File: src/rtl/skt_pkg.sv
// Package with the shared constants, result codes and control types of the sorted key table.
`default_nettype none
package skt_pkg;

   localparam int CAPACITY    = 16;
   localparam int KEY_BITS    = 16;
   localparam int ID_BITS     = 16;
   localparam int STATUS_BITS = 2;
   localparam int COUNT_BITS  = 32;
   localparam int CODE_BITS   = 2;
   localparam int ENTRY_BITS  = 5;
   localparam int OCC_BITS    = $clog2(CAPACITY + 1);

   typedef logic [KEY_BITS-1:0]    key_type;
   typedef logic [STATUS_BITS-1:0] status_type;
   typedef logic [COUNT_BITS-1:0]  count_type;
   typedef logic [OCC_BITS-1:0]    occ_type;

   typedef enum logic {
      MODE_INSERT = 1'b0,
      MODE_REMOVE = 1'b1
   } mode_type;

   typedef enum logic [CODE_BITS-1:0] {
      RC_DONE      = 2'd0,
      RC_DUPLICATE = 2'd1,
      RC_NOT_FOUND = 2'd2,
      RC_FULL      = 2'd3
   } code_type;

   typedef struct packed {
      logic     load;
      logic     commit;
      logic     write;
      code_type code;
   } cmd_type;

   typedef struct packed {
      mode_type mode;
      logic     found;
      logic     full;
   } stat_type;

endpackage
`default_nettype wire

File: src/rtl/skt_req_if.sv
// Request channel of the sorted key table: valid, ready and one request item.
`default_nettype none
interface skt_req_if;
   logic        valid;
   logic        ready;
   logic        mode;
   logic [15:0] process_id;
   logic [1:0]  proc_state;
   logic [31:0] cmd_count;

   modport source (output valid, output mode, output process_id, output proc_state,
                   output cmd_count, input ready);
   modport sink   (input valid, input mode, input process_id, input proc_state,
                   input cmd_count, output ready);
endinterface
`default_nettype wire

File: src/rtl/skt_rsp_if.sv
// Response channel of the sorted key table: valid, ready and one result item.
`default_nettype none
interface skt_rsp_if;
   logic       valid;
   logic       ready;
   logic [1:0] result_code;
   logic [4:0] entry_count;

   modport source (output valid, output result_code, output entry_count, input ready);
   modport sink   (input valid, input result_code, input entry_count, output ready);
endinterface
`default_nettype wire

File: src/rtl/skt_ctrl.sv
// Controller state machine that sequences capture, update and response of each request.
`default_nettype none
module skt_ctrl (
   input  wire logic          clock,
   input  wire logic          reset,
   input  wire logic          req_valid,
   output logic               req_ready,
   output logic               rsp_valid,
   input  wire logic          rsp_ready,
   input  skt_pkg::stat_type  stat,
   output skt_pkg::cmd_type   cmd
);
   import skt_pkg::*;

   typedef enum logic [1:0] {
      ST_IDLE,
      ST_EXEC,
      ST_RESP
   } state_type;

   state_type state_ff;
   logic      req_ready_ff;
   logic      rsp_valid_ff;

   assign req_ready = req_ready_ff;
   assign rsp_valid = rsp_valid_ff;

   always_comb begin
      cmd        = '0;
      cmd.code   = RC_DONE;
      cmd.load   = req_valid && req_ready_ff;
      cmd.commit = (state_ff == ST_EXEC);
      if (stat.mode == MODE_INSERT) begin
         if (stat.found) begin
            cmd.code = RC_DUPLICATE;
         end else if (stat.full) begin
            cmd.code = RC_FULL;
         end else begin
            cmd.write = cmd.commit;
         end
      end else begin
         if (stat.found) begin
            cmd.write = cmd.commit;
         end else begin
            cmd.code = RC_NOT_FOUND;
         end
      end
   end

   always_ff @(posedge clock) begin
      if (reset) begin
         state_ff     <= ST_IDLE;
         req_ready_ff <= 1'b1;
         rsp_valid_ff <= 1'b0;
      end else begin
         case (state_ff)
            ST_IDLE: begin
               if (req_valid) begin
                  state_ff     <= ST_EXEC;
                  req_ready_ff <= 1'b0;
               end
            end
            ST_EXEC: begin
               state_ff     <= ST_RESP;
               rsp_valid_ff <= 1'b1;
            end
            ST_RESP: begin
               if (rsp_ready) begin
                  state_ff     <= ST_IDLE;
                  rsp_valid_ff <= 1'b0;
                  req_ready_ff <= 1'b1;
               end
            end
            default: begin
               state_ff     <= ST_IDLE;
               req_ready_ff <= 1'b1;
               rsp_valid_ff <= 1'b0;
            end
         endcase
      end
   end

endmodule
`default_nettype wire

File: src/rtl/skt_datapath.sv
// Datapath with the sorted cell row, parallel key compare, shift update and result register.
`default_nettype none
module skt_datapath (
   input  wire logic              clock,
   input  wire logic              reset,
   input  wire logic              req_mode,
   input  wire logic [15:0]       req_process_id,
   input  wire logic [1:0]        req_proc_state,
   input  wire logic [31:0]       req_cmd_count,
   input  skt_pkg::cmd_type       cmd,
   output skt_pkg::stat_type      stat,
   output logic [1:0]             rsp_result_code,
   output logic [4:0]             rsp_entry_count
);
   import skt_pkg::*;

   mode_type   mode_ff;
   key_type    key_ff;
   status_type status_ff;
   count_type  count_ff;

   key_type    cell_key_ff    [CAPACITY];
   status_type cell_status_ff [CAPACITY];
   count_type  cell_count_ff  [CAPACITY];
   occ_type    occ_ff;

   code_type   code_ff;
   occ_type    entries_ff;

   logic [CAPACITY-1:0] below;
   logic [CAPACITY-1:0] equal;
   occ_type             occ_in;

   always_comb begin
      for (int i = 0; i < CAPACITY; i++) begin
         below[i] = (OCC_BITS'(i) < occ_ff) && (cell_key_ff[i] < key_ff);
         equal[i] = (OCC_BITS'(i) < occ_ff) && (cell_key_ff[i] == key_ff);
      end
   end

   assign stat.mode  = mode_ff;
   assign stat.found = |equal;
   assign stat.full  = (occ_ff == OCC_BITS'(CAPACITY));

   always_comb begin
      occ_in = occ_ff;
      if (cmd.write) begin
         if (mode_ff == MODE_INSERT) begin
            occ_in = occ_ff + OCC_BITS'(1);
         end else begin
            occ_in = occ_ff - OCC_BITS'(1);
         end
      end
   end

   always_ff @(posedge clock) begin
      if (cmd.load) begin
         mode_ff   <= mode_type'(req_mode);
         key_ff    <= req_process_id[KEY_BITS-1:0];
         status_ff <= req_proc_state;
         count_ff  <= req_cmd_count;
      end
   end

   always_ff @(posedge clock) begin
      if (cmd.write) begin
         for (int i = 0; i < CAPACITY; i++) begin
            if (!below[i]) begin
               if (mode_ff == MODE_INSERT) begin
                  if (i == 0 || below[(i == 0) ? 0 : i - 1]) begin
                     cell_key_ff[i]    <= key_ff;
                     cell_status_ff[i] <= status_ff;
                     cell_count_ff[i]  <= count_ff;
                  end else begin
                     cell_key_ff[i]    <= cell_key_ff[(i == 0) ? 0 : i - 1];
                     cell_status_ff[i] <= cell_status_ff[(i == 0) ? 0 : i - 1];
                     cell_count_ff[i]  <= cell_count_ff[(i == 0) ? 0 : i - 1];
                  end
               end else if (i < CAPACITY - 1) begin
                  cell_key_ff[i]    <= cell_key_ff[(i < CAPACITY - 1) ? i + 1 : i];
                  cell_status_ff[i] <= cell_status_ff[(i < CAPACITY - 1) ? i + 1 : i];
                  cell_count_ff[i]  <= cell_count_ff[(i < CAPACITY - 1) ? i + 1 : i];
               end
            end
         end
      end
   end

   always_ff @(posedge clock) begin
      if (reset) begin
         occ_ff <= '0;
      end else begin
         occ_ff <= occ_in;
      end
   end

   always_ff @(posedge clock) begin
      if (cmd.commit) begin
         code_ff    <= cmd.code;
         entries_ff <= occ_in;
      end
   end

   assign rsp_result_code = code_ff;
   assign rsp_entry_count = ENTRY_BITS'(entries_ff);

endmodule
`default_nettype wire

File: src/rtl/sorted_key_table.sv
// Top level of the sorted key table: controller and datapath joined to the item channels.
// The table holds up to CAPACITY records in a row of cells kept in ascending order of
// process id, with no id held twice. A request item is captured at its acceptance. In the
// next cycle every cell compares its key with the request at once and the row shifts open
// or closed. The registered result item is presented from the cycle after that and is held
// until it is accepted. The next request item is accepted only after the result item has
// been accepted, so a new request is not taken while the last one is still in flight.
// Inserting a held id answers duplicate even when the table is full, a new id into a full
// table answers full, and removing an absent id answers not found; entry_count is the
// number of records held after the request. No clearing pass is needed after reset.
`default_nettype none
module sorted_key_table (
   input wire logic  clock,
   input wire logic  reset,
   skt_req_if.sink   req_ch,
   skt_rsp_if.source rsp_ch
);
   import skt_pkg::*;

   cmd_type  cmd;
   stat_type stat;

   skt_ctrl u_ctrl (
      .clock     (clock),
      .reset     (reset),
      .req_valid (req_ch.valid),
      .req_ready (req_ch.ready),
      .rsp_valid (rsp_ch.valid),
      .rsp_ready (rsp_ch.ready),
      .stat      (stat),
      .cmd       (cmd)
   );

   skt_datapath u_datapath (
      .clock           (clock),
      .reset           (reset),
      .req_mode        (req_ch.mode),
      .req_process_id  (req_ch.process_id),
      .req_proc_state  (req_ch.proc_state),
      .req_cmd_count   (req_ch.cmd_count),
      .cmd             (cmd),
      .stat            (stat),
      .rsp_result_code (rsp_ch.result_code),
      .rsp_entry_count (rsp_ch.entry_count)
   );

endmodule
`default_nettype wire

File: src/flat_wrapper.sv
// flat-port wrapper written by rule: the top's interface ports become plain ports
module sorted_key_table_flat import skt_pkg::*;
  (clock, reset, req_ch_valid, req_ch_mode, req_ch_process_id, req_ch_proc_state, req_ch_cmd_count, req_ch_ready, rsp_ch_valid, rsp_ch_result_code, rsp_ch_entry_count, rsp_ch_ready);
  skt_req_if req_ch_i ();
  skt_rsp_if rsp_ch_i ();
  input wire logic clock;
  input wire logic reset;
  input wire logic [$bits(req_ch_i.valid)-1:0] req_ch_valid;
  input wire logic [$bits(req_ch_i.mode)-1:0] req_ch_mode;
  input wire logic [$bits(req_ch_i.process_id)-1:0] req_ch_process_id;
  input wire logic [$bits(req_ch_i.proc_state)-1:0] req_ch_proc_state;
  input wire logic [$bits(req_ch_i.cmd_count)-1:0] req_ch_cmd_count;
  output wire logic [$bits(req_ch_i.ready)-1:0] req_ch_ready;
  output wire logic [$bits(rsp_ch_i.valid)-1:0] rsp_ch_valid;
  output wire logic [$bits(rsp_ch_i.result_code)-1:0] rsp_ch_result_code;
  output wire logic [$bits(rsp_ch_i.entry_count)-1:0] rsp_ch_entry_count;
  input wire logic [$bits(rsp_ch_i.ready)-1:0] rsp_ch_ready;
  assign req_ch_i.valid = req_ch_valid;
  assign req_ch_i.mode = req_ch_mode;
  assign req_ch_i.process_id = req_ch_process_id;
  assign req_ch_i.proc_state = req_ch_proc_state;
  assign req_ch_i.cmd_count = req_ch_cmd_count;
  assign req_ch_ready = req_ch_i.ready;
  assign rsp_ch_valid = rsp_ch_i.valid;
  assign rsp_ch_result_code = rsp_ch_i.result_code;
  assign rsp_ch_entry_count = rsp_ch_i.entry_count;
  assign rsp_ch_i.ready = rsp_ch_ready;
  sorted_key_table u_core (.clock(clock), .reset(reset), .req_ch(req_ch_i), .rsp_ch(rsp_ch_i));
endmodule
File: config.mk
export PLATFORM = sky130hd
export DESIGN_NAME = sorted_key_table_flat
export DESIGN_NICKNAME = d
export VERILOG_FILES = /design/src/rtl/skt_pkg.sv /design/src/rtl/skt_req_if.sv /design/src/rtl/skt_rsp_if.sv /design/src/rtl/skt_ctrl.sv /design/src/rtl/skt_datapath.sv /design/src/rtl/sorted_key_table.sv /design/src/flat_wrapper.sv
export SDC_FILE = /design/constraint.sdc
export NUM_CORES = 1
export LEC_CHECK = 0
export BUFFER_PORTS_ARGS = -buffer_cell sky130_fd_sc_hd__buf_2
export CAP_MARGIN = 10
export CORE_UTILIZATION = 52
export CTS_CLUSTER_DIAMETER = 60
export DETAILED_ROUTE_END_ITERATION = 10
export GPL_TIMING_DRIVEN = 0
export PLACE_DENSITY = 0.71
export SYNTH_ARGS = -nofsm -noshare
export SYNTH_HDL_FRONTEND = slang
export SYNTH_SLANG_ARGS = --single-unit
File: constraint.sdc
create_clock -name clock -period 4.5 [get_ports clock]
set_clock_uncertainty 0.1 [all_clocks]
set_input_delay 0.45 -clock clock [delete_from_list [all_inputs] [get_ports clock]]
set_output_delay 0.45 -clock clock [all_outputs]
set_load 0.02 [all_outputs]
### After elaboration in Yosys (flattened, before gate mapping)

Memories as Yosys holds them, arrays and structs flattened.
Index checks and enable logic that the tools add are counted.

| operators by class | value |
|---|---|
| add/subtract/negate cells | 2 |
| order comparisons | 32 |
| equality and inequality tests | 21 |
| muxes and demuxes | 247 |
| bitwise gates (word level) | 32 |
| reductions and logical operators | 38 |

Operators by type and width:

| operator | count |
|---|---|
| $mux 16 | 30 |
| $eq 16x16->1 | 16 |
| $lt 16x16->1 | 16 |
| $mux 1 | 206 |
| $lt 4x5->1 const A | 8 |
| $logic_and 1x1->1 | 33 |
| $or 1x1->1 | 30 |
| $lt 3x5->1 const A | 4 |
| $reduce_or 16->1 | 1 |
| $lt 1x5->1 const A | 2 |
| $lt 2x5->1 const A | 2 |
| $mux 2 | 5 |
| $mux 5 | 2 |
| $pmux 1 s3 | 2 |
| $pmux 2 s3 | 1 |
| $add 5x1->5 const B | 1 |
| $eq 5x5->1 const B | 1 |
| $sub 5x1->5 const B | 1 |
| $ne 2x2->1 const B | 2 |
| $reduce_and 2->1 | 2 |
| $mux 3 | 1 |
| $reduce_and 3->1 | 1 |
| $eq 2x1->1 const B | 1 |
| $eq 2x2->1 const B | 1 |
| other kinds (2) | 3 |

| storage, ports and cells | value |
|---|---|
| register bits after elaboration | 33 |
| RAM bits | 256 |
| bits of input ports | 55 |
| output and inout port bits | 9 |
| word-level logic and storage cells | 381 |
| memories kept | 1 |

Memories:

| memory | words | width | rd ports | clocked after Yosys merged registers in | write ports | line | RTL |
|---|---|---|---|---|---|---|---|
| u_core.u_datapath.cell_key_ff | 16 | 16 | 16 | 0 | 16 | skt_datapath.sv:22 | `key_type cell_key_ff [CAPACITY];` |

### Depth between registers and ports, before layout

| logic depth | value |
|---|---|
| word-level depth | 9 |
| mapped depth | 15 |
| depth with buffers taken out | 10 |

### Modules after synthesis

From an unflattened synthesis, not the netlist that was laid out.

| second synthesis, totals | value |
|---|---|
| cell total of the unflattened synthesis | 1882 |
| area, all modules | 20233.2 µm² |

By module, submodules not included:

| module | times used | cells each | area an instance (µm²) | seq. area each (µm²) |
|---|---|---|---|---|
| skt_datapath | 1 | 1858 | 20036.7 | 8508.2 |
| skt_ctrl | 1 | 24 | 196.4 | 80.1 |

### Worst setup path after synthesis

Ideal clock, no wire load.

| timing | value |
|---|---|
| path type | flip-flop to flip-flop |
| from | register u_core.u_datapath.key_ff[12] |
| to | memory u_core.u_datapath.cell_key_ff[1][80] (netlist bit) (enable) |
| setup time | 0.388 ns |
| data arrival time | 4.028 ns |
| data required time | 4.012 ns |
| setup slack | -0.016 ns |
| cell stages (with the launch flop) | 14 |
| path buffers | 4 |
| period minus slack after synthesis | 4.516 ns |
| cell sequence | edfxtp_1 clkbuf_1 inv_1 ha_1 nand4_1 or2_2 or4_1 o2111ai_2 nor4_4 buf_6 buf_12 mux2_2 clkbuf_1 nor2_1 |

RTL lines:

| what | line | RTL |
|---|---|---|
| start: declaration | skt_datapath.sv:18 | `key_type key_ff;` |
| start signal: assignment | skt_datapath.sv:59 | `key_ff <= req_process_id[KEY_BITS-1:0];` |
| end: declaration | skt_datapath.sv:22 |  |

==> flow_summary.json <==
{
  "outcome": "complete, but fails checks",
  "violations": "negative setup slack",
  "startpoint_type": "flip-flop",
  "cts_root_buffer": "clkbuf_16",
  "ir_drop_mv": 0.337,
  "ant_nets": 0,
  "antenna_found_initial": 1,
  "yosys_warnings": 0,
  "fmax_mhz": 218,
  "min_to": "u_core.u_ctrl.state_ff[0]",
  "drive_above_1_share": 0.220,
  "p_leak_nw": 9.87,
  "cp_top_family": "compound AO/OA/AOI/OAI gates",
  "rrSetupSlack_ns": -0.09,
  "io_buffers": 29,
  "post-route-period-util": 1.02,
  "io_pins": 64,
  "wirelength_mm": 72.6,
  "grt_pass1_wl_mm": 105,
  "die_w_um": 202,
  "seq_area_frac_synth": 0.415,
  "worst_path_max_delay_cell": "nor3_1",
  "r2r_cells": 12,
  "vias_per_cell": 6.62,
  "worstSetupEndpointType": "flip-flop",
  "nFillCells": 3122,
  "start_util": 0.532,
  "arrival_ns": 4.76,
  "die_h_um": 202,
  "cp_slowest_stage_delay_ns": 0.64,
  "async_flop_share": 0,
  "finalSetupViolCount": 115,
  "grt_pass1_vias": 16400,
  "rsz0062_at_grt": "no",
  "path_max_fanout": 10,
  "fp.dieArea_mm2": 0.0406,
  "min_path_cells": 3,
  "critPathRequiredTime_ns": 4.67,
  "path_class": "flip-flop to flip-flop",
  "track_usage": 0.355,
  "period_needed_ns": 4.59,
  "finalNetCount": 2355,
  "p_seq_frac": 0.443,
  "syn_nets": 2177,
  "switching_share": 0.274,
  "worst_r2r_endpoint": "u_core.u_datapath.cell_key_ff[0][109]",
  "grt_max_degree": 18,
  "place_inst": 2413,
  "htree_levels": 2,
  "synth_edf_count": 280,
  "drv_slew": 0,
  "hold_start": "req_ch_valid",
  "overflow": 0,
  "core_area_mm2": 0.0389,
  "power.density_mw_per_mm2": 299,
  "dr_total_vias": 17100,
  "synth.avg_cell_area_um2": 11.1,
  "path_cells": "buf_6, nor3_1, o21ai_0, nand3_1, o2111ai_1, a311oi_1, a21oi_4, buf_12, buf_4, nand2_1, clkbuf_1, a21oi_1",
  "hold_viol_final": 0,
  "cts_buffers": 36,
  "setup_slack_ns": -0.0902,
  "synth-main-ff-cell": "edfxtp_1",
  "clock_path_buffers": 3,
  "drv_cap": 0,
  "max-slew-margin-rel": 0.237,
  "wl_per_cell_um": 28.1,
  "cts_tree": "built",
  "power_switching_mw": 1.97,
  "crit_buf_inv": 4,
  "synthCells": 1862,
  "first_pass_iters": 6,
  "area_delta_synth_final_pct": 16.1,
  "clk_pin_slew_ns": 0.06,
  "drtIter0Drc": 2382,
  "synth_cell_types": 79,
  "cts_sinks": 289,
  "insertion_delay_ns": 0.56,
  "p_clk_frac": 0.386,
  "pwr-share-comb": 0.170,
  "seq_area_mm2": 0.00859,
  "final_core_util": 0.618,
  "reg2reg_from": "u_core.u_datapath.occ_ff[2]",
  "postSynthRegisterBits": 289,
  "hp-class": "input pin to flip-flop",
  "gp_congestion": 0.958,
  "drc_errors": 0,
  "syn_area_mm2": 0.0207,
  "rows": 72,
  "internal_power_mw": 5.22,
  "final-instance-count-excl-fill": 2581,
  "n_antenna_cell": 0,
  "tightest_slew_ns": 1.14,
  "detailed_place_hpwl_mm": 49.9,
  "multi_input_area_mm2": 0.0116
}
-- cells in the mapped netlist, drive strengths merged (3+ instances only) --
master / count / area share
nand3: 33 / 0.0086
ha: 260 / 0.16
nand4b: 5 / 0.0021
a2111oi: 7 / 0.0030
a21o: 36 / 0.013
and3: 4 / 0.0012
nor3: 22 / 0.0068
o311ai: 3 / 0.0013
o31ai: 3 / 0.0011
nor4: 4 / 0.0019
a2bb2oi: 16 / 0.0068
inv: 49 / 0.0089
o21a: 9 / 0.0033
or4: 3 / 0.0011
a211o: 4 / 0.0017
nand2b: 4 / 0.0012
o211ai: 12 / 0.0046
a21oi: 182 / 0.044
or3: 6 / 0.0023
nor2: 140 / 0.025
edfxtp: 280 / 0.41
or4b: 3 / 0.0015
clkbuf: 50 / 0.0091
dfxtp: 9 / 0.0087
buf: 42 / 0.015
o31a: 3 / 0.0013
nand2: 107 / 0.020
nand4: 60 / 0.019
mux2: 157 / 0.087
o21ai: 81 / 0.020
and2: 5 / 0.0015
o2111ai: 3 / 0.0016
mux2i: 168 / 0.081
nor2b: 41 / 0.012
xnor2: 4 / 0.0017
a211oi: 11 / 0.0040
-- sequential cells by signal, indices dropped and copies added, names as in the netlist --
signal and count:
u_core.u_datapath.mode_ff 1, u_core.u_datapath.key_ff 16, u_core.u_datapath.cell_key_ff 256, u_core.u_ctrl.req_ready 1, u_core.u_datapath.occ_ff 5, u_core.u_ctrl.rsp_valid 1
u_core.u_datapath.rsp_result_code 2, u_core.u_ctrl.state_ff 2, u_core.u_datapath.rsp_entry_count 5
-- final cells by class --
class,instances,share of cell area
well taps,518,0.0270
clock buffers,43,0.0394
repair buffers,143,0.0506
multi-input cells,1432,0.483
inverters,49,0.00999
clock inverters,18,0.00604
flip-flops and latches,289,0.357
plain buffers,89,0.0265
-- worst max path at each step --
| stage | endpoint | cells past startpoint | startpoint |
|---|---|---|---|
| final | u_core.u_datapath.cell_key_ff[0][109] | 12 | u_core.u_datapath.occ_ff[2] |
| after global routing | u_core.u_datapath.cell_key_ff[0][76] | 15 | u_core.u_datapath.key_ff[8] |
| after CTS | u_core.u_datapath.cell_key_ff[0][17] | 15 | u_core.u_datapath.key_ff[12] |
| after detailed placement | u_core.u_datapath.cell_key_ff[1][67] | 13 | u_core.u_datapath.key_ff[14] |
| after global placement | u_core.u_datapath.cell_key_ff[0][26] | 13 | u_core.u_datapath.key_ff[14] |
| after floorplan | u_core.u_datapath.cell_key_ff[1][80] | 13 | u_core.u_datapath.key_ff[12] |
-- worst reg2reg max path, delay by kind of cell, from the launching register on --
kind            cells  cell delay, ns
flops               1            0.31
simple gates        3            1.31
buf+inv             4            0.90
compound gates      5            1.68
-- cell families after synthesis --
group / share of synthesized area
AO/OA/AOI/OAI: 0.114
XOR/XNOR: 0.00211
adder cells (fa/ha/maj): 0.157
buffers and inverters: 0.0328
flip-flops: 0.415
multiplexers: 0.168
AND/OR/NAND/NOR: 0.111
-- power by group through the flow --
| stage | registers (mW) | clock network [mW] | logic [mW] |
|---|---|---|---|
| 6_report | 3.19 | 2.78 | 1.23 |
| 2_1_floorplan | 3.20 | 0 | 0.708 |
| 4_1_cts | 3.18 | 2.78 | 1.16 |
| 3_5_place_dp | 3.28 | 0 | 0.998 |
| 3_3_place_gp | 3.28 | 0 | 0.947 |
| 5_1_grt | 3.19 | 2.88 | 1.31 |
-- routing by layer --
metal	routed length [µm]	vias up	global-route usage
met3	9500	216	0.0753
met2	29900	1209	0.503
met4	4530	0	0.212
met5	0	-	0
li1	-	7482	-
met1	28600	8191	0.498
-- layout by cell type (no fill, tap or decap), types with 5 or more instances in the layout --
cell type,count
edfxtp_1,280
ha_1,260
a21oi_1,179
mux2i_1,168
mux2_2,147
nor2_1,128
nand2_1,106
buf_4,97
o21ai_0,80
nand4_1,58
buf_2,46
clkbuf_16,39
nor2b_1,36
a21o_1,36
inv_1,34
clkbuf_1,31
nand3_1,31
dlygate4sd3_1,17
nor3_1,16
a2bb2oi_1,16
clkinvlp_4,15
buf_12,14
buf_6,11
a211oi_1,11
o211ai_1,11
nor2_4,11
mux2_4,10
o21a_1,9
dfxtp_1,9
clkinv_1,8
clkbuf_4,7
nand4b_1,5
a2111oi_0,5
and2_1,5
-- repair_timing --
action | 4_1_cts | 5_1_grt
cloned | 0 | 0
hold buffers | 17 | 0
hold endpoints to repair | 17 | 0
pin swaps | 11 | 1
buffers inserted | 80 | 13
gates resized for setup | 88 | 31
endpoints found under the setup margin | 524 | 380
-- per-stage QoR --
stage	power (mW)	cell area, µm²	worst slack [ns]	TNS, ns	hold slack, ns
after global placement	4.22	21500	-3.07	-1073.50	0.379
final	7.19	24000	-0.0902	-3.29	0.0767
after floorplan	3.91	20700	-0.0162	-2.58	0.374
after global routing	7.38	24000	0.00247	0	0.0939
after CTS	7.12	23800	0.0113	0	0.0525
after detailed placement	4.28	21600	-2.89	-1051.41	0.388
No activity file was read; power rests on OpenSTA's default activity.
